File: src/hw/rtl/hsv_xf_pkg.sv
// package: shared types, field widths and reset values for the hsv hold and crossfade block
`default_nettype none
package hsv_xf_pkg;

    localparam int TIME_BITS_DEF = 16;

    localparam int ELAPSED_W = 10;
    localparam int COLOR_W   = 8;
    localparam int CFG_TIME_W = 16;
    localparam int CFG_IDX_W = 2;
    localparam int CFG_DATA_W = 16;
    localparam int S_TDATA_W = 24;
    localparam int M_TDATA_W = 32;
    localparam int PROD_W    = COLOR_W + CFG_TIME_W;

    localparam logic [CFG_TIME_W-1:0] HOLD_TIME_RST = 16'd5000;
    localparam logic [CFG_TIME_W-1:0] MOVE_TIME_RST = 16'd5000;
    localparam logic [COLOR_W-1:0]    SAT_RST       = 8'd255;
    localparam logic [COLOR_W-1:0]    BRI_RST       = 8'd63;
    localparam logic [COLOR_W-1:0]    HUE_RST       = 8'd0;

    typedef enum logic [CFG_IDX_W-1:0] {
        REG_HOLD_TIME = 2'd0,
        REG_MOVE_TIME = 2'd1,
        REG_TARGET_SAT = 2'd2,
        REG_TARGET_BRI = 2'd3
    } cfg_reg_t;

    typedef enum logic [1:0] {
        CH_HUE = 2'd0,
        CH_SAT = 2'd1,
        CH_BRI = 2'd2
    } chan_t;

    typedef enum logic [2:0] {
        ST_IDLE,
        ST_TIMER,
        ST_DECIDE,
        ST_START,
        ST_WAIT,
        ST_OUT
    } main_state_t;

    typedef enum logic [1:0] {
        LS_IDLE,
        LS_DIV,
        LS_DONE
    } lerp_state_t;

endpackage
`default_nettype wire

File: src/hw/rtl/hsv_xf_lerp.sv
// shared interpolation unit: one multiply, then a bit-serial restoring divide
`default_nettype none
module hsv_xf_lerp
(
    input  wire logic                               clk,
    input  wire logic                               rst_n,
    input  wire logic                               start,
    input  wire logic [hsv_xf_pkg::COLOR_W-1:0]     mag,
    input  wire logic [hsv_xf_pkg::CFG_TIME_W-1:0]  t,
    input  wire logic [hsv_xf_pkg::CFG_TIME_W-1:0]  span,
    output logic                                    done,
    output logic [hsv_xf_pkg::COLOR_W-1:0]          quot
);

    hsv_xf_pkg::lerp_state_t state_reg;
    hsv_xf_pkg::lerp_state_t state_next;

    logic [hsv_xf_pkg::CFG_TIME_W-1:0] rem_reg;
    logic [hsv_xf_pkg::COLOR_W-1:0]    lo_reg;
    logic [2:0]                        cnt_reg;
    logic [hsv_xf_pkg::PROD_W-1:0]     prod;
    logic [hsv_xf_pkg::CFG_TIME_W:0]   shifted;
    logic [hsv_xf_pkg::CFG_TIME_W:0]   trial;
    logic                              qbit;

    assign prod    = hsv_xf_pkg::PROD_W'(mag) * hsv_xf_pkg::PROD_W'(t);
    assign shifted = {rem_reg, lo_reg[hsv_xf_pkg::COLOR_W-1]};
    assign trial   = shifted - {1'b0, span};
    assign qbit    = !trial[hsv_xf_pkg::CFG_TIME_W];

    // next state
    always_comb
    begin
        state_next = state_reg;
        case (state_reg)
            hsv_xf_pkg::LS_IDLE:
            begin
                if (start)
                begin
                    state_next = hsv_xf_pkg::LS_DIV;
                end
            end
            hsv_xf_pkg::LS_DIV:
            begin
                if (cnt_reg == 3'd7)
                begin
                    state_next = hsv_xf_pkg::LS_DONE;
                end
            end
            hsv_xf_pkg::LS_DONE:
            begin
                state_next = hsv_xf_pkg::LS_IDLE;
            end
            default:
            begin
                state_next = hsv_xf_pkg::LS_IDLE;
            end
        endcase
    end

    // outputs
    always_comb
    begin
        done = 1'b0;
        quot = lo_reg;
        case (state_reg)
            hsv_xf_pkg::LS_DONE:
            begin
                done = 1'b1;
                // zero fade time gives a zero fraction
                if (span == '0)
                begin
                    quot = '0;
                end
            end
            default:
            begin
                done = 1'b0;
            end
        endcase
    end

    always_ff @(posedge clk or negedge rst_n)
    begin
        if (!rst_n)
        begin
            state_reg <= hsv_xf_pkg::LS_IDLE;
            cnt_reg   <= '0;
        end
        else
        begin
            state_reg <= state_next;
            if (state_reg == hsv_xf_pkg::LS_IDLE)
            begin
                cnt_reg <= '0;
            end
            else if (state_reg == hsv_xf_pkg::LS_DIV)
            begin
                cnt_reg <= cnt_reg + 3'd1;
            end
        end
    end

    // product high part is below span, so eight quotient bits suffice
    always_ff @(posedge clk)
    begin
        if (state_reg == hsv_xf_pkg::LS_IDLE && start)
        begin
            rem_reg <= prod[hsv_xf_pkg::PROD_W-1:hsv_xf_pkg::COLOR_W];
            lo_reg  <= prod[hsv_xf_pkg::COLOR_W-1:0];
        end
        else if (state_reg == hsv_xf_pkg::LS_DIV)
        begin
            rem_reg <= qbit ? trial[hsv_xf_pkg::CFG_TIME_W-1:0]
                            : shifted[hsv_xf_pkg::CFG_TIME_W-1:0];
            lo_reg  <= {lo_reg[hsv_xf_pkg::COLOR_W-2:0], qbit};
        end
    end

endmodule
`default_nettype wire

File: src/hw/rtl/hsv_hold_and_crossfade.sv
// top level: hold and crossfade sequencer for an hsv color
//
// input stream s_*: one transaction per time step, carrying the elapsed
// milliseconds and a random hue; output stream m_*: exactly one color
// transaction per input transaction, in order. configuration is a plain
// write port (cfg_we, cfg_index, cfg_data) used while the block is idle;
// the user must keep to this, the block itself does not enforce it. an
// item in hold, or one that ends a fade, passes from accept through the
// timer and decide states to the output register; an item inside a fade
// also waits for the shared interpolation unit, which runs a multiply,
// eight one-bit divide steps and a result step for each of hue, saturation
// and brightness in turn. one item is processed at a time; a new item is
// taken while the previous result still waits in the output register.
// if the receiver stalls, the finished result waits in the sequencer until
// the output register is free, and no new item is taken meanwhile.
// reset puts the block in hold with hue 0, saturation 255, brightness 63,
// a zero timer, and the configuration registers at their defaults.
`default_nettype none
module hsv_hold_and_crossfade
#(
    parameter int TIME_BITS = hsv_xf_pkg::TIME_BITS_DEF
)
(
    input  wire logic                                 clk,
    input  wire logic                                 rst_n,
    input  wire logic                                 s_tvalid,
    output logic                                      s_tready,
    // elapsed_ms, random_hue, zero fill
    input  wire logic [hsv_xf_pkg::S_TDATA_W-1:0]     s_tdata,
    output logic                                      m_tvalid,
    input  wire logic                                 m_tready,
    // out_hue, out_saturation, out_brightness, is_moving, zero fill
    output logic [hsv_xf_pkg::M_TDATA_W-1:0]          m_tdata,
    input  wire logic                                 cfg_we,
    input  wire logic [hsv_xf_pkg::CFG_IDX_W-1:0]     cfg_index,
    input  wire logic [hsv_xf_pkg::CFG_DATA_W-1:0]    cfg_data
);

    localparam int CW = (TIME_BITS > hsv_xf_pkg::CFG_TIME_W) ? TIME_BITS
                                                             : hsv_xf_pkg::CFG_TIME_W;
    localparam int SW = ((TIME_BITS > hsv_xf_pkg::ELAPSED_W) ? TIME_BITS
                                                             : hsv_xf_pkg::ELAPSED_W) + 1;
    localparam int CLR = hsv_xf_pkg::COLOR_W;

    hsv_xf_pkg::main_state_t state_reg;
    hsv_xf_pkg::main_state_t state_next;
    hsv_xf_pkg::chan_t       ch_reg;

    logic [hsv_xf_pkg::CFG_TIME_W-1:0] hold_time_reg;
    logic [hsv_xf_pkg::CFG_TIME_W-1:0] move_time_reg;
    logic [CLR-1:0]                    target_sat_reg;
    logic [CLR-1:0]                    target_bri_reg;

    logic                              mode_reg;
    logic [CLR-1:0]                    from_h_reg;
    logic [CLR-1:0]                    from_s_reg;
    logic [CLR-1:0]                    from_v_reg;
    logic [CLR-1:0]                    to_h_reg;
    logic [CLR-1:0]                    to_s_reg;
    logic [CLR-1:0]                    to_v_reg;
    logic [TIME_BITS-1:0]              timer_reg;

    logic [hsv_xf_pkg::ELAPSED_W-1:0]  elapsed_reg;
    logic [CLR-1:0]                    hue_reg;

    logic [CLR-1:0]                    res_h_reg;
    logic [CLR-1:0]                    res_s_reg;
    logic [CLR-1:0]                    res_v_reg;
    logic                              res_mov_reg;

    logic                              m_tvalid_reg;
    logic [hsv_xf_pkg::M_TDATA_W-1:0]  m_tdata_reg;

    logic                              lerp_start;
    logic                              lerp_done;
    logic [CLR-1:0]                    lerp_quot;
    logic                              out_load;

    logic [SW-1:0]                     tsum;
    logic                              tsat;
    logic [CW-1:0]                     timer_ext;
    logic                              over_hold;
    logic                              over_move;
    logic [CLR-1:0]                    ch_a;
    logic [CLR-1:0]                    ch_b;
    logic signed [9:0]                 diff;
    logic signed [9:0]                 delta;
    logic                              neg;
    logic [9:0]                        mag_full;
    logic [CLR-1:0]                    ch_res;

    assign tsum      = SW'(timer_reg) + SW'(elapsed_reg);
    assign tsat      = (tsum >> TIME_BITS) != '0;
    assign timer_ext = CW'(timer_reg);
    assign over_hold = timer_ext > CW'(hold_time_reg);
    assign over_move = timer_ext > CW'(move_time_reg);

    // channel operands for the interpolation unit
    always_comb
    begin
        case (ch_reg)
            hsv_xf_pkg::CH_HUE:
            begin
                ch_a = from_h_reg;
                ch_b = to_h_reg;
            end
            hsv_xf_pkg::CH_SAT:
            begin
                ch_a = from_s_reg;
                ch_b = to_s_reg;
            end
            default:
            begin
                ch_a = from_v_reg;
                ch_b = to_v_reg;
            end
        endcase
    end

    // hue takes the shorter way round the circle
    always_comb
    begin
        diff  = $signed({2'b00, ch_b}) - $signed({2'b00, ch_a});
        delta = diff;
        if (ch_reg == hsv_xf_pkg::CH_HUE)
        begin
            if (diff > 10'sd127)
            begin
                delta = diff - 10'sd256;
            end
            else if (diff < -10'sd127)
            begin
                delta = diff + 10'sd256;
            end
        end
    end

    assign neg      = delta[9];
    assign mag_full = neg ? 10'(-delta) : 10'(delta);
    assign ch_res   = neg ? (ch_a - lerp_quot) : (ch_a + lerp_quot);

    hsv_xf_lerp u_lerp
    (
        .clk   (clk),
        .rst_n (rst_n),
        .start (lerp_start),
        .mag   (mag_full[CLR-1:0]),
        .t     (timer_ext[hsv_xf_pkg::CFG_TIME_W-1:0]),
        .span  (move_time_reg),
        .done  (lerp_done),
        .quot  (lerp_quot)
    );

    // next state
    always_comb
    begin
        state_next = state_reg;
        case (state_reg)
            hsv_xf_pkg::ST_IDLE:
            begin
                if (s_tvalid)
                begin
                    state_next = hsv_xf_pkg::ST_TIMER;
                end
            end
            hsv_xf_pkg::ST_TIMER:
            begin
                state_next = hsv_xf_pkg::ST_DECIDE;
            end
            hsv_xf_pkg::ST_DECIDE:
            begin
                if (mode_reg && !over_move)
                begin
                    state_next = hsv_xf_pkg::ST_START;
                end
                else
                begin
                    state_next = hsv_xf_pkg::ST_OUT;
                end
            end
            hsv_xf_pkg::ST_START:
            begin
                state_next = hsv_xf_pkg::ST_WAIT;
            end
            hsv_xf_pkg::ST_WAIT:
            begin
                if (lerp_done)
                begin
                    state_next = (ch_reg == hsv_xf_pkg::CH_BRI) ? hsv_xf_pkg::ST_OUT
                                                                : hsv_xf_pkg::ST_START;
                end
            end
            hsv_xf_pkg::ST_OUT:
            begin
                if (!m_tvalid_reg || m_tready)
                begin
                    state_next = hsv_xf_pkg::ST_IDLE;
                end
            end
            default:
            begin
                state_next = hsv_xf_pkg::ST_IDLE;
            end
        endcase
    end

    // outputs
    always_comb
    begin
        s_tready   = 1'b0;
        lerp_start = 1'b0;
        out_load   = 1'b0;
        case (state_reg)
            hsv_xf_pkg::ST_IDLE:
            begin
                s_tready = 1'b1;
            end
            hsv_xf_pkg::ST_START:
            begin
                lerp_start = 1'b1;
            end
            hsv_xf_pkg::ST_OUT:
            begin
                out_load = !m_tvalid_reg || m_tready;
            end
            default:
            begin
                s_tready = 1'b0;
            end
        endcase
    end

    // configuration registers
    always_ff @(posedge clk or negedge rst_n)
    begin
        if (!rst_n)
        begin
            hold_time_reg  <= hsv_xf_pkg::HOLD_TIME_RST;
            move_time_reg  <= hsv_xf_pkg::MOVE_TIME_RST;
            target_sat_reg <= hsv_xf_pkg::SAT_RST;
            target_bri_reg <= hsv_xf_pkg::BRI_RST;
        end
        else if (cfg_we)
        begin
            case (cfg_index)
                hsv_xf_pkg::REG_HOLD_TIME:  hold_time_reg  <= cfg_data;
                hsv_xf_pkg::REG_MOVE_TIME:  move_time_reg  <= cfg_data;
                hsv_xf_pkg::REG_TARGET_SAT: target_sat_reg <= cfg_data[CLR-1:0];
                hsv_xf_pkg::REG_TARGET_BRI: target_bri_reg <= cfg_data[CLR-1:0];
                default:                    hold_time_reg  <= hold_time_reg;
            endcase
        end
    end

    // sequencer state and color state
    always_ff @(posedge clk or negedge rst_n)
    begin
        if (!rst_n)
        begin
            state_reg  <= hsv_xf_pkg::ST_IDLE;
            ch_reg     <= hsv_xf_pkg::CH_HUE;
            mode_reg   <= 1'b0;
            timer_reg  <= '0;
            from_h_reg <= hsv_xf_pkg::HUE_RST;
            from_s_reg <= hsv_xf_pkg::SAT_RST;
            from_v_reg <= hsv_xf_pkg::BRI_RST;
            to_h_reg   <= hsv_xf_pkg::HUE_RST;
            to_s_reg   <= hsv_xf_pkg::SAT_RST;
            to_v_reg   <= hsv_xf_pkg::BRI_RST;
        end
        else
        begin
            state_reg <= state_next;
            case (state_reg)
                hsv_xf_pkg::ST_TIMER:
                begin
                    // saturating timer
                    timer_reg <= tsat ? '1 : tsum[TIME_BITS-1:0];
                    ch_reg    <= hsv_xf_pkg::CH_HUE;
                end
                hsv_xf_pkg::ST_DECIDE:
                begin
                    if (!mode_reg && over_hold)
                    begin
                        from_h_reg <= to_h_reg;
                        from_s_reg <= to_s_reg;
                        from_v_reg <= to_v_reg;
                        to_h_reg   <= hue_reg;
                        to_s_reg   <= target_sat_reg;
                        to_v_reg   <= target_bri_reg;
                        timer_reg  <= '0;
                        mode_reg   <= 1'b1;
                    end
                    else if (mode_reg && over_move)
                    begin
                        timer_reg <= '0;
                        mode_reg  <= 1'b0;
                    end
                end
                hsv_xf_pkg::ST_WAIT:
                begin
                    if (lerp_done)
                    begin
                        case (ch_reg)
                            hsv_xf_pkg::CH_HUE: ch_reg <= hsv_xf_pkg::CH_SAT;
                            hsv_xf_pkg::CH_SAT: ch_reg <= hsv_xf_pkg::CH_BRI;
                            default:            ch_reg <= hsv_xf_pkg::CH_HUE;
                        endcase
                    end
                end
                default:
                begin
                    ch_reg <= ch_reg;
                end
            endcase
        end
    end

    // input capture and result assembly
    always_ff @(posedge clk)
    begin
        if (s_tvalid && s_tready)
        begin
            elapsed_reg <= s_tdata[hsv_xf_pkg::ELAPSED_W-1:0];
            hue_reg     <= s_tdata[hsv_xf_pkg::ELAPSED_W +: CLR];
        end
        if (state_reg == hsv_xf_pkg::ST_DECIDE)
        begin
            // old target is shown in every branch that leaves the fade path
            res_h_reg   <= to_h_reg;
            res_s_reg   <= to_s_reg;
            res_v_reg   <= to_v_reg;
            res_mov_reg <= mode_reg ? !over_move : over_hold;
        end
        else if (state_reg == hsv_xf_pkg::ST_WAIT && lerp_done)
        begin
            case (ch_reg)
                hsv_xf_pkg::CH_HUE: res_h_reg <= ch_res;
                hsv_xf_pkg::CH_SAT: res_s_reg <= ch_res;
                default:            res_v_reg <= ch_res;
            endcase
        end
        if (out_load)
        begin
            m_tdata_reg <= hsv_xf_pkg::M_TDATA_W'({res_mov_reg, res_v_reg,
                                                   res_s_reg, res_h_reg});
        end
    end

    // output register
    always_ff @(posedge clk or negedge rst_n)
    begin
        if (!rst_n)
        begin
            m_tvalid_reg <= 1'b0;
        end
        else if (out_load)
        begin
            m_tvalid_reg <= 1'b1;
        end
        else if (m_tready)
        begin
            m_tvalid_reg <= 1'b0;
        end
    end

    assign m_tvalid = m_tvalid_reg;
    assign m_tdata  = m_tdata_reg;

endmodule
`default_nettype wire
File: config.mk
export PLATFORM = sky130hd
export DESIGN_NAME = hsv_hold_and_crossfade
export DESIGN_NICKNAME = d
export VERILOG_FILES = /design/src/hw/rtl/hsv_xf_pkg.sv /design/src/hw/rtl/hsv_xf_lerp.sv /design/src/hw/rtl/hsv_hold_and_crossfade.sv
export SDC_FILE = /design/constraint.sdc
export NUM_CORES = 1
export LEC_CHECK = 0
export ABC_AREA = 1
export BUFFER_PORTS_ARGS = -buffer_cell sky130_fd_sc_hd__buf_4
export CORE_MARGIN = 2
export CORE_UTILIZATION = 65
export DETAILED_ROUTE_END_ITERATION = 8
export PLACE_DENSITY = 0.82
export RECOVER_POWER = 25
export SYNTH_ARGS = -nofsm -noshare
export SYNTH_HDL_FRONTEND = slang
export SYNTH_HIERARCHICAL = 1
export SYNTH_SLANG_ARGS = --single-unit
File: constraint.sdc
create_clock -name clk -period 15.89 [get_ports clk]
set_input_delay 2.3835 -clock clk [delete_from_list [all_inputs] [get_ports clk]]
set_output_delay 2.3835 -clock clk [all_outputs]
set_load 0.03 [all_outputs]
==> results of run 1 <==
routing by layer:
metal  global-route usage (%)  routed length, um  up-vias
met5                        0                  0        -
met3                     5.80               3390      136
met4                     12.9               1790        0
met2                     51.0              19100      564
li1                         -                  -     6958
met1                     39.2              17300     6759
critical path: cells and delay by family, from the launching register on:
kind            cells  cell delay [ps]
xor+xnor            1              220
compound gates      3              720
buf+inv             7              810
flops               1              890
fa+ha+maj           8             3510
simple gates       19             1950
logic make-up after synthesis:
logic type | after synthesis | synth area share (%)
AOI/OAI and AO/OA | 265 | 8.44
xor gates and xnor gates | 28 | 1.42
adders and majority gates | 208 | 18.9
buffers and inverters | 562 | 12.7
DFF | 216 | 34.4
other | 1 | 0.0218
and+or+nand+nor | 943 | 24.1
path summary, 6_finish.rpt:
path                              start                end  slack, ps  depth (start not counted)
setup reg to reg              ch_reg[1]  u_lerp/rem_reg[6]       7540                         38
min in group asynchronous         rst_n       timer_ext[4]       2760                          1
hold reg to reg            res_v_reg[6]        m_tdata[22]        420                          0
hold / removal             res_v_reg[6]        m_tdata[22]        420                          0
max in group asynchronous         rst_n           mode_reg      11050                          2
setup / recovery              ch_reg[1]  u_lerp/rem_reg[6]       7540                         38
placed cells by master (no fill, tap or decap), drive strengths merged, types with 2 or more instances in the layout:
master,count
a211oi,3
a21oi,58
a22oi,3
a31oi,2
and2,6
buf,59
bufinv,2
clkbuf,53
clkinv,10
conb,7
dfrtp,72
dfstp,52
edfxtp,92
fa,88
ha,120
inv,492
nand2,651
nand3,129
nand3b,15
nand4,13
nor2,106
nor3,16
o211ai,2
o21a,4
o21ai,167
o21bai,7
o221ai,5
o22ai,7
or2,5
xnor2,11
xor2,17
cell type report:
| type | instances | area [um^2] | area share [%] |
|---|---|---|---|
| Multi-Input combinational cell | 1451 | 9150 | 48.8 |
| Sequential cell | 216 | 5930 | 31.7 |
| Inverter | 490 | 1840 | 9.84 |
| Clock buffer | 30 | 633 | 3.38 |
| Timing Repair Buffer | 82 | 601 | 3.21 |
| Tap cell | 335 | 419 | 2.24 |
| Clock inverter | 14 | 154 | 0.822 |
metrics by stage:
stage / util, % / hold slack (ps) / setup WS, ps / instances / area [um^2]
after floorplan: - / 400 / 8670 / 2229 / 17300
after global placement: 68.9 / 401 / 7890 / 2574 / 18000
after detailed placement: 68.9 / 405 / 7790 / 2574 / 18000
after CTS: 71.9 / 419 / 7760 / 2618 / 18700
after global routing: 71.9 / 429 / 6930 / 2618 / 18700
final: 71.9 / 418 / 7540 / 2618 / 18700
==> flow_metrics.tcl, run 1 <==
set metrics [dict create \
    synthTopCellsByArea "sky130_fd_sc_hd__edfxtp_1 (16%), sky130_fd_sc_hd__nand2_1 (13%), sky130_fd_sc_hd__dfrtp_1 (10%)" \
    start_util_pct 66.1 \
    synth_area_per_cell_um2 7.75 \
    area_delta_synth_final_pct 8.67 \
    grtUsageTotal_pct 30.5 \
    share_of_cells_above_drive_strength_1_pct 11.0 \
    layout.filler_cells 1965 \
    maxCapViolCount 1 \
    timing.critical_path.fanout_max 16 \
    via_count_of_the_first_global_routing_pass 14500 \
    final_antenna_net_count 0 \
    gp_congestion 0.929 \
    clockBufferDepth 3 \
    final_period_minus_worst_setup_slack_ps 8350 \
    timing.fmax_ghz 0.120 \
    totalWireLength_um 41600 \
    synth_area_leader_cell "sky130_fd_sc_hd__edfxtp_1" \
    final-hold-violation-count 0 \
    synth.yosys.seq_area_share_pct 34.4 \
    die_h_um 167 \
    edff_count_synth 92 \
    largest_register_ff_count 25 \
    end_kind "flip-flop" \
    cell_with_the_most_instances_after_synthesis "sky130_fd_sc_hd__nand2_1" \
    antenna_violations_before_repair 0 \
    clock-root-buffer "sky130_fd_sc_hd__clkbuf_16" \
    drc 0 \
    tns_ps 0 \
    critPathRequiredTime_ps 16180 \
    cts.repair_timing.setup_buffer_count 0 \
    run_status "finished, violations left" \
    worstSetupStartpointType "flip-flop" \
    detailed_place_hpwl_um 32000 \
    top_level_ports 81 \
    ctsHtreeMaxLevel 1 \
    slew_viol_final 54 \
    tritoncts "done" \
    cts_hold_buf 0 \
    crit_path_top_delay_cell "sky130_fd_sc_hd__dfrtp_1" \
    worstHoldPathType "reg2reg" \
    num-nets-final 2520 \
    cts_buffers 24 \
    crit_path_frequent_cell "sky130_fd_sc_hd__nand2_1" \
    grt_max_degree 73 \
    synthesis.area_mm2 0.0172 \
    total_gr_overflow 0 \
    first_pass_grt_wire_length_um 69300 \
    async_flop_share_pct 57.4 \
    drt_iter0_drc 1289 \
    netlist_top_cells_count "sky130_fd_sc_hd__nand2_1 (613), sky130_fd_sc_hd__inv_1 (480), sky130_fd_sc_hd__o21ai_0 (161), sky130_fd_sc_hd__ha_1 (120), sky130_fd_sc_hd__nand3_1 (116)" \
    core_area_mm2 0.0261 \
    numClockSinks 216 \
    numPortBuffers 67 \
    grt_setup_unrepaired "false" \
    antenna-diode-count 0 \
    synth_top_area_share_pct 16.0 \
    synth_cell_type_count 57 \
    routed_wire_length_per_instance_um 15.9 \
    fin_skew_ps 38.3 \
    post_cts_resized 0 \
    rows 59 \
    netlist_instances 2223 \
    criticalPathCategory "reg2reg" \
    vias_per_cell 5.51 \
    period_utilisation_layout_pct 52.5 \
    violated_checks "capacitance limit, slew limit" \
    dieWidth_um 167 \
    yosys_register_bits 216 \
    worst_path_largest_cell_delay_ps 890 \
    via_count 14400 \
    drt-pass1-iter-count 6 \
    synth.yosys.warnings 6 \
    yosys_most_used_dff "sky130_fd_sc_hd__edfxtp_1" \
    maxSlewHeadroom_pct -87.4 \
    clkLatencyLatePin_ps 540 \
    critical_path_arrival_ps 8630 \
    clk_transition_reported_paths_ps 60 \
    setup_viol 0 \
    worst_slew_pin_slew_ps 2810 \
    design.die.area_mm2 0.0278 \
]
Power of run 1 is left out: the tool's default activity adds up to more than one toggle a clock period on the data nets, which glitch-free logic cannot reach.
==> inputs of run 2 (changes only) <==
--- a/config.mk
+++ b/config.mk
@@ -5,12 +5,12 @@
 export SDC_FILE = /design/constraint.sdc
 export NUM_CORES = 1
 export LEC_CHECK = 0
-export ABC_AREA = 1
+export ABC_AREA = 0
 export BUFFER_PORTS_ARGS = -buffer_cell sky130_fd_sc_hd__buf_4
 export CORE_MARGIN = 2
-export CORE_UTILIZATION = 65
+export CORE_UTILIZATION = 63
 export DETAILED_ROUTE_END_ITERATION = 8
-export PLACE_DENSITY = 0.82
+export PLACE_DENSITY = 0.8
 export RECOVER_POWER = 25
 export SYNTH_ARGS = -nofsm -noshare
 export SYNTH_HDL_FRONTEND = slang
==> constraint.sdc (replaced) <==
create_clock -name clk -period 8.1 [get_ports clk]
set_input_delay 1.215 -clock clk [delete_from_list [all_inputs] [get_ports clk]]
set_output_delay 1.215 -clock clk [all_outputs]
set_load 0.03 [all_outputs]
==> run 2 against run 1 <==
The run still ends with capacitance limit, slew limit left; synthesized cell count shrank 27%; final area grew 2.9%; non-clock buffer count up 87; critical endpoint is now u_lerp/rem_reg[9]; largest cell class unchanged.
==> flow_metrics.tcl, run 2 <==
set metrics [dict create \
    design.die.area_mm2 0.0275 \
    maxCapViolCount 1 \
    totalWireLength_um 41700 \
    hold_path_startpoint "res_s_reg[2]" \
    num-nets-final 2020 \
    critical_path.startpoint "ch_reg[0]" \
    critical_path_arrival_ps 8250 \
    numClockSinks 216 \
    worst_path_largest_cell_delay_ps 550 \
    final_antenna_net_count 0 \
    rows 59 \
    synth_top_area_share_pct 16.7 \
    tritoncts "done" \
    worst_slew_pin_slew_ps 2310 \
    violated_checks "capacitance limit, slew limit" \
    fraction_of_synthesized_cell_area_in_xor_and_xnor_cells_pct 3.69 \
    first_pass_grt_wire_length_um 64100 \
    detailed_place_hpwl_um 29300 \
    synth.yosys.warnings 6 \
    clkLatencyLatePin_ps 540 \
    cts_buffers 24 \
    netlist_top_cells_count "sky130_fd_sc_hd__inv_1 (187), sky130_fd_sc_hd__nand2_1 (143), sky130_fd_sc_hd__ha_1 (120), sky130_fd_sc_hd__and2_1 (113), sky130_fd_sc_hd__o21ai_0 (95)" \
    clock-root-buffer "sky130_fd_sc_hd__clkbuf_16" \
    netlist_instances 1625 \
    cts_hold_buf 0 \
    place_area_mm2 0.0177 \
    share_of_cells_above_drive_strength_1_pct 24.5 \
    synth_adder_area_share_pct 19.8 \
    gp_congestion 0.925 \
    largest_family_of_logic_cells_by_synthesized_area "adder cells" \
    final_period_minus_worst_setup_slack_ps 8000 \
    synthesis.area_mm2 0.0165 \
    worstHoldPathType "reg2reg" \
    post-route-cell-area_mm2 0.0193 \
    edff_count_synth 92 \
    end_kind "flip-flop" \
    drt-pass1-iter-count 6 \
    crit_path_frequent_cell "sky130_fd_sc_hd__fa_1" \
    yosys_register_bits 216 \
    grtUsageTotal_pct 28.7 \
    antenna_violations_before_repair 0 \
    simple_gate_fraction_of_synth_area_pct 14.0 \
    period_utilisation_layout_pct 98.7 \
    layout_commonest_cell "sky130_fd_sc_hd__inv_1" \
    grt_max_degree 81 \
    area_delta_synth_final_pct 16.8 \
    async_flop_share_pct 57.4 \
    slew_viol_final 46 \
    synth_area_per_cell_um2 10.2 \
    via_count 12800 \
    top_level_ports 81 \
    synthTopCellsByArea "sky130_fd_sc_hd__edfxtp_1 (17%), sky130_fd_sc_hd__dfrtp_1 (11%), sky130_fd_sc_hd__fa_1 (11%)" \
    largest_register_ff_count 25 \
    fin_skew_ps 38.0 \
    synth_area_leader_cell "sky130_fd_sc_hd__edfxtp_1" \
    drc 0 \
    routed_wire_length_per_instance_um 19.7 \
    start_util_pct 63.7 \
    mostFrequentLayoutCells "sky130_fd_sc_hd__inv_1 (184), sky130_fd_sc_hd__nand2_1 (138), sky130_fd_sc_hd__buf_4 (133), sky130_fd_sc_hd__ha_1 (111), sky130_fd_sc_hd__and2_1 (105)" \
    antenna-diode-count 0 \
    run_status "finished, violations left" \
    vias_per_cell 6.02 \
    timing.fmax_ghz 0.125 \
    worstSetupStartpointType "flip-flop" \
    timing.critical_path.fanout_max 14 \
    critPathRequiredTime_ps 8350 \
    total_gr_overflow 0 \
    synth.yosys.seq_area_share_pct 35.9 \
    crit_path_top_delay_cell "sky130_fd_sc_hd__fa_1" \
    maxSlewHeadroom_pct -54.1 \
    drt_iter0_drc 981 \
    synth.area.mux_share_pct 8.36 \
    core_area_mm2 0.0259 \
    via_count_of_the_first_global_routing_pass 12800 \
    clockBufferDepth 3 \
    r2r-start "ch_reg[0]" \
    criticalPathCategory "reg2reg" \
    final-hold-violation-count 0 \
    die_h_um 166 \
    clk_transition_reported_paths_ps 60 \
    setup_viol 0 \
    layout.filler_cells 1725 \
    synth_cell_type_count 87 \
    yosys_most_used_dff "sky130_fd_sc_hd__edfxtp_1" \
    dieWidth_um 166 \
    ctsHtreeMaxLevel 1 \
    numPortBuffers 67 \
    cell_with_the_most_instances_after_synthesis "sky130_fd_sc_hd__inv_1" \
    synthesized_area_fraction_occupied_by_ao_oa_aoi_and_oai_cells_pct 12.0 \
]
run 2: cell families (layout without fill, tap and decap cells):
logic type | after synthesis | count (layout)
fa+ha+maj | 209 | 209
compound gates | 315 | 315
xor+xnor | 67 | 67
other cells | 1 | 7
flops | 216 | 216
mux | 121 | 121
buf+inv | 249 | 401
simple gates | 447 | 447
run 2: final cells by class:
class,instances,area (um^2),share of cell area [%]
clock inverter,11,163,0.844
clock buffer,33,707,3.67
sequential,216,5930,30.8
tap,335,419,2.17
multi-input combinational,1166,10000,51.9
timing repair buffer,169,1340,6.93
inverter,188,708,3.67
run 2: path summary, 6_finish.rpt:
| kind | to | slack [ps] | cells after the start |
|---|---|---|---|
| max | u_lerp/rem_reg[9] | 100 | 29 |
| min | m_tdata[10] | 420 | 0 |
| max reg2reg | u_lerp/rem_reg[9] | 100 | 29 |
| min reg2reg | m_tdata[10] | 420 | 0 |
| max in group asynchronous | ch_reg[0] | 4660 | 2 |
| min in group asynchronous | timer_ext[1] | 1400 | 1 |
run 2: worst max-delay path: cells and delay by family (launching register included):
kind	cells	cell delay, ps
compound gates	9	2080
xor+xnor	2	530
fa+ha+maj	7	2970
buf+inv	6	740
flops	1	480
mux	1	160
simple gates	4	760
run 2: per-stage QoR:
stage	std cells	hold WS, ps	utilization [%]	setup TNS, ps	worst slack (ps)
floorplan	1631	400	-	-47.0	-47.0
global placement	2045	401	68.4	-91.9	-91.9
detailed placement	2045	405	68.4	-851	-170
CTS	2091	419	72.1	0	7.70
global route	2118	432	74.4	-1130	-205
finish	2118	417	74.4	0	103
run 2: what timing repair did:
action | 4_1_cts | 5_1_grt
endpoints found under the setup margin | 9 | 13
pin swaps | 1 | 65
hold endpoints to repair | 0 | 0
setup buffers | 2 | 23
cloned | 0 | 4
resized for setup | 12 | 91
run 2: per-layer routing:
layer	up-vias	track usage, %	part of all wire, %
met5	-	0	0
met4	0	11.2	4.5
met2	532	47.8	47
met1	6236	38.4	42
met3	130	3.96	6.8
li1	5862	-	-
Power of run 2 is left out for the same reason.
==> inputs of run 3 (changes only) <==
--- a/config.mk
+++ b/config.mk
@@ -7,8 +7,9 @@
 export LEC_CHECK = 0
 export ABC_AREA = 0
 export BUFFER_PORTS_ARGS = -buffer_cell sky130_fd_sc_hd__buf_4
-export CORE_MARGIN = 2
-export CORE_UTILIZATION = 63
+export CELL_PAD_IN_SITES_DETAIL_PLACEMENT = 1
+export CELL_PAD_IN_SITES_GLOBAL_PLACEMENT = 2
+export CORE_UTILIZATION = 42
 export DETAILED_ROUTE_END_ITERATION = 8
 export PLACE_DENSITY = 0.8
 export RECOVER_POWER = 25
==> run 3 against run 2 <==
The flow still finishes with violations (capacitance limit, slew limit); cell count rose by 11%; clock skew fell by 17 ps; global-route usage fell by 5.5 points; sequential share of layout area fell by 0.96 points; fmax fell by 0.44%; core utilization fell by 23 points; die area rose by 46%; critical path type unchanged; flip-flop and latch count did not move; via count fell by 2.3%; clock-buffer cell count rose by 2; highest routed layer unchanged.
==> flow_metrics.tcl, run 3 (synthesis gave the netlist of run 2 again) <==
set metrics [dict create \
    worstHoldPathType "reg2reg" \
    timing.fmax_ghz 0.125 \
    share_of_cells_above_drive_strength_1_pct 27.5 \
    design.die.area_mm2 0.0401 \
    gp_congestion 0.884 \
    start_util_pct 42.6 \
    via_count 12500 \
    hold-path-endpoint "m_tdata[24]" \
    layout_commonest_cell "sky130_fd_sc_hd__buf_4" \
    drt_iter0_drc 445 \
    antenna_violations_before_repair 0 \
    worst_r2r_endpoint "u_lerp/rem_reg[6]" \
    critPathRequiredTime_ps 8350 \
    slew_viol_final 67 \
    final_antenna_net_count 0 \
    hold-worst-slack_ps 418 \
    via_count_of_the_first_global_routing_pass 13300 \
    timing.critical_path.max_delay_family "adder cells" \
    ctsHtreeMaxLevel 1 \
    die_h_um 200 \
    tritoncts "done" \
    mostFrequentLayoutCells "sky130_fd_sc_hd__buf_4 (179), sky130_fd_sc_hd__inv_1 (178), sky130_fd_sc_hd__nand2_1 (138), sky130_fd_sc_hd__ha_1 (107), sky130_fd_sc_hd__and2_1 (104)" \
    detailed_place_hpwl_um 35000 \
    core_area_mm2 0.0387 \
    clockBufferDepth 3 \
    criticalPathCategory "reg2reg" \
    clkLatencyLatePin_ps 540 \
    grtUsageTotal_pct 23.2 \
    postLayoutCoreUtil_pct 51.4 \
    total_gr_overflow 0 \
    timing.critical_path.fanout_max 6 \
    crit_path_frequent_cell "sky130_fd_sc_hd__buf_6" \
    r2r-start "ch_reg[0]" \
    min_path_cells 0 \
    maxSlewHeadroom_pct -138 \
    dieWidth_um 200 \
    numClockSinks 216 \
    num-nets-final 2070 \
    r2r.worst_path.cells 36 \
    crit_cells 36 \
    routed_wire_length_per_instance_um 19.9 \
    ff2ff_setup_slack_ps 70 \
    clk_transition_reported_paths_ps 60 \
    crit_path_top_delay_cell "sky130_fd_sc_hd__fa_1" \
    buffer_and_inverter_count_on_the_worst_path 11 \
    cts_buffers 25 \
    drc 0 \
    maxCapViolCount 1 \
    clock-root-buffer "sky130_fd_sc_hd__clkbuf_16" \
    cts_hold_buf 0 \
    end_kind "flip-flop" \
    worst_slew_pin_slew_ps 3570 \
    largest_register_ff_count 25 \
    violated_checks "capacitance limit, slew limit" \
    worst_path_largest_cell_delay_ps 570 \
    top_level_ports 81 \
    grt_max_degree 67 \
    area_delta_synth_final_pct 20.6 \
    rows 72 \
    period_utilisation_layout_pct 99.2 \
    first_pass_grt_wire_length_um 73700 \
    drt-pass1-iter-count 4 \
    hold_path_startpoint "res_mov_reg" \
    grt_setup_unrepaired "true" \
    final_period_minus_worst_setup_slack_ps 8030 \
    critical_path_arrival_ps 8280 \
    worstSetupStartpointType "flip-flop" \
    setup_viol 0 \
    totalWireLength_um 46700 \
    final-hold-violation-count 0 \
    fin_skew_ps 21.4 \
    vias_per_cell 5.30 \
    numPortBuffers 67 \
    run_status "finished, violations left" \
    antenna-diode-count 0 \
]
[run 3: changes by cell type in the layout (fill, tap and decap cells not counted), sizes merged]
cell | before | now
clkinv | 4 | 5
bufinv | 3 | 1
buf | 147 | 199
clkbuf | 55 | 54
clkinvlp | 2 | 3
[run 3: stage by stage]
| step | instance area [um^2] | TNS [ps] | setup WS [ps] | cells |
|---|---|---|---|---|
| 6_report | 19900 | 0 | 68.1 | 2352 |
| 5_1_grt | 19900 | -2230 | -284 | 2352 |
| 4_1_cts | 19100 | 0 | 0.0346 | 2314 |
| 3_5_place_dp | 18300 | -1670 | -212 | 2268 |
| 3_3_place_gp | 18300 | -535 | -124 | 2268 |
| 2_1_floorplan | 16500 | -47.0 | -47.0 | 1631 |
[run 3: metal layers]
metal | wire length (um) | part of all wire (%) | GRT usage (%)
met1 | 20400 | 44 | 30.2
met2 | 23700 | 51 | 40.6
met3 | 1330 | 2.8 | 2.29
met4 | 1310 | 2.8 | 6.73
met5 | 0 | 0 | 0
[run 3: timing repair]
action	CTS	global route
setup buffers	0	36
gates cloned	0	2
resized for setup	10	109
setup endpoints to repair	13	14
hold endpoints to repair	0	0
pin swaps	1	61
[run 3: how the worst max path moves through the flow]
| stage | slack [ps] | from | to |
|---|---|---|---|
| 2_1_floorplan | -50 | ch_reg[0] | u_lerp/rem_reg[13] |
| 3_3_place_gp | -120 | ch_reg[0] | u_lerp/rem_reg[9] |
| 3_5_place_dp | -210 | ch_reg[0] | u_lerp/rem_reg[14] |
| 4_1_cts | 0.03 | ch_reg[0] | u_lerp/rem_reg[9] |
| 5_1_grt | -280 | ch_reg[0] | u_lerp/rem_reg[14] |
| 6_report | 70 | ch_reg[0] | u_lerp/rem_reg[6] |
[run 3: cell type report]
type,count,area (um^2)
Fill cell,4280,18800
Multi-Input combinational cell,1166,10100
Sequential cell,216,5930
Timing Repair Buffer,218,1750
Inverter,188,706
Clock buffer,35,673
Tap cell,518,648
Clock inverter,11,106
Power of run 3 is left out for the same reason.
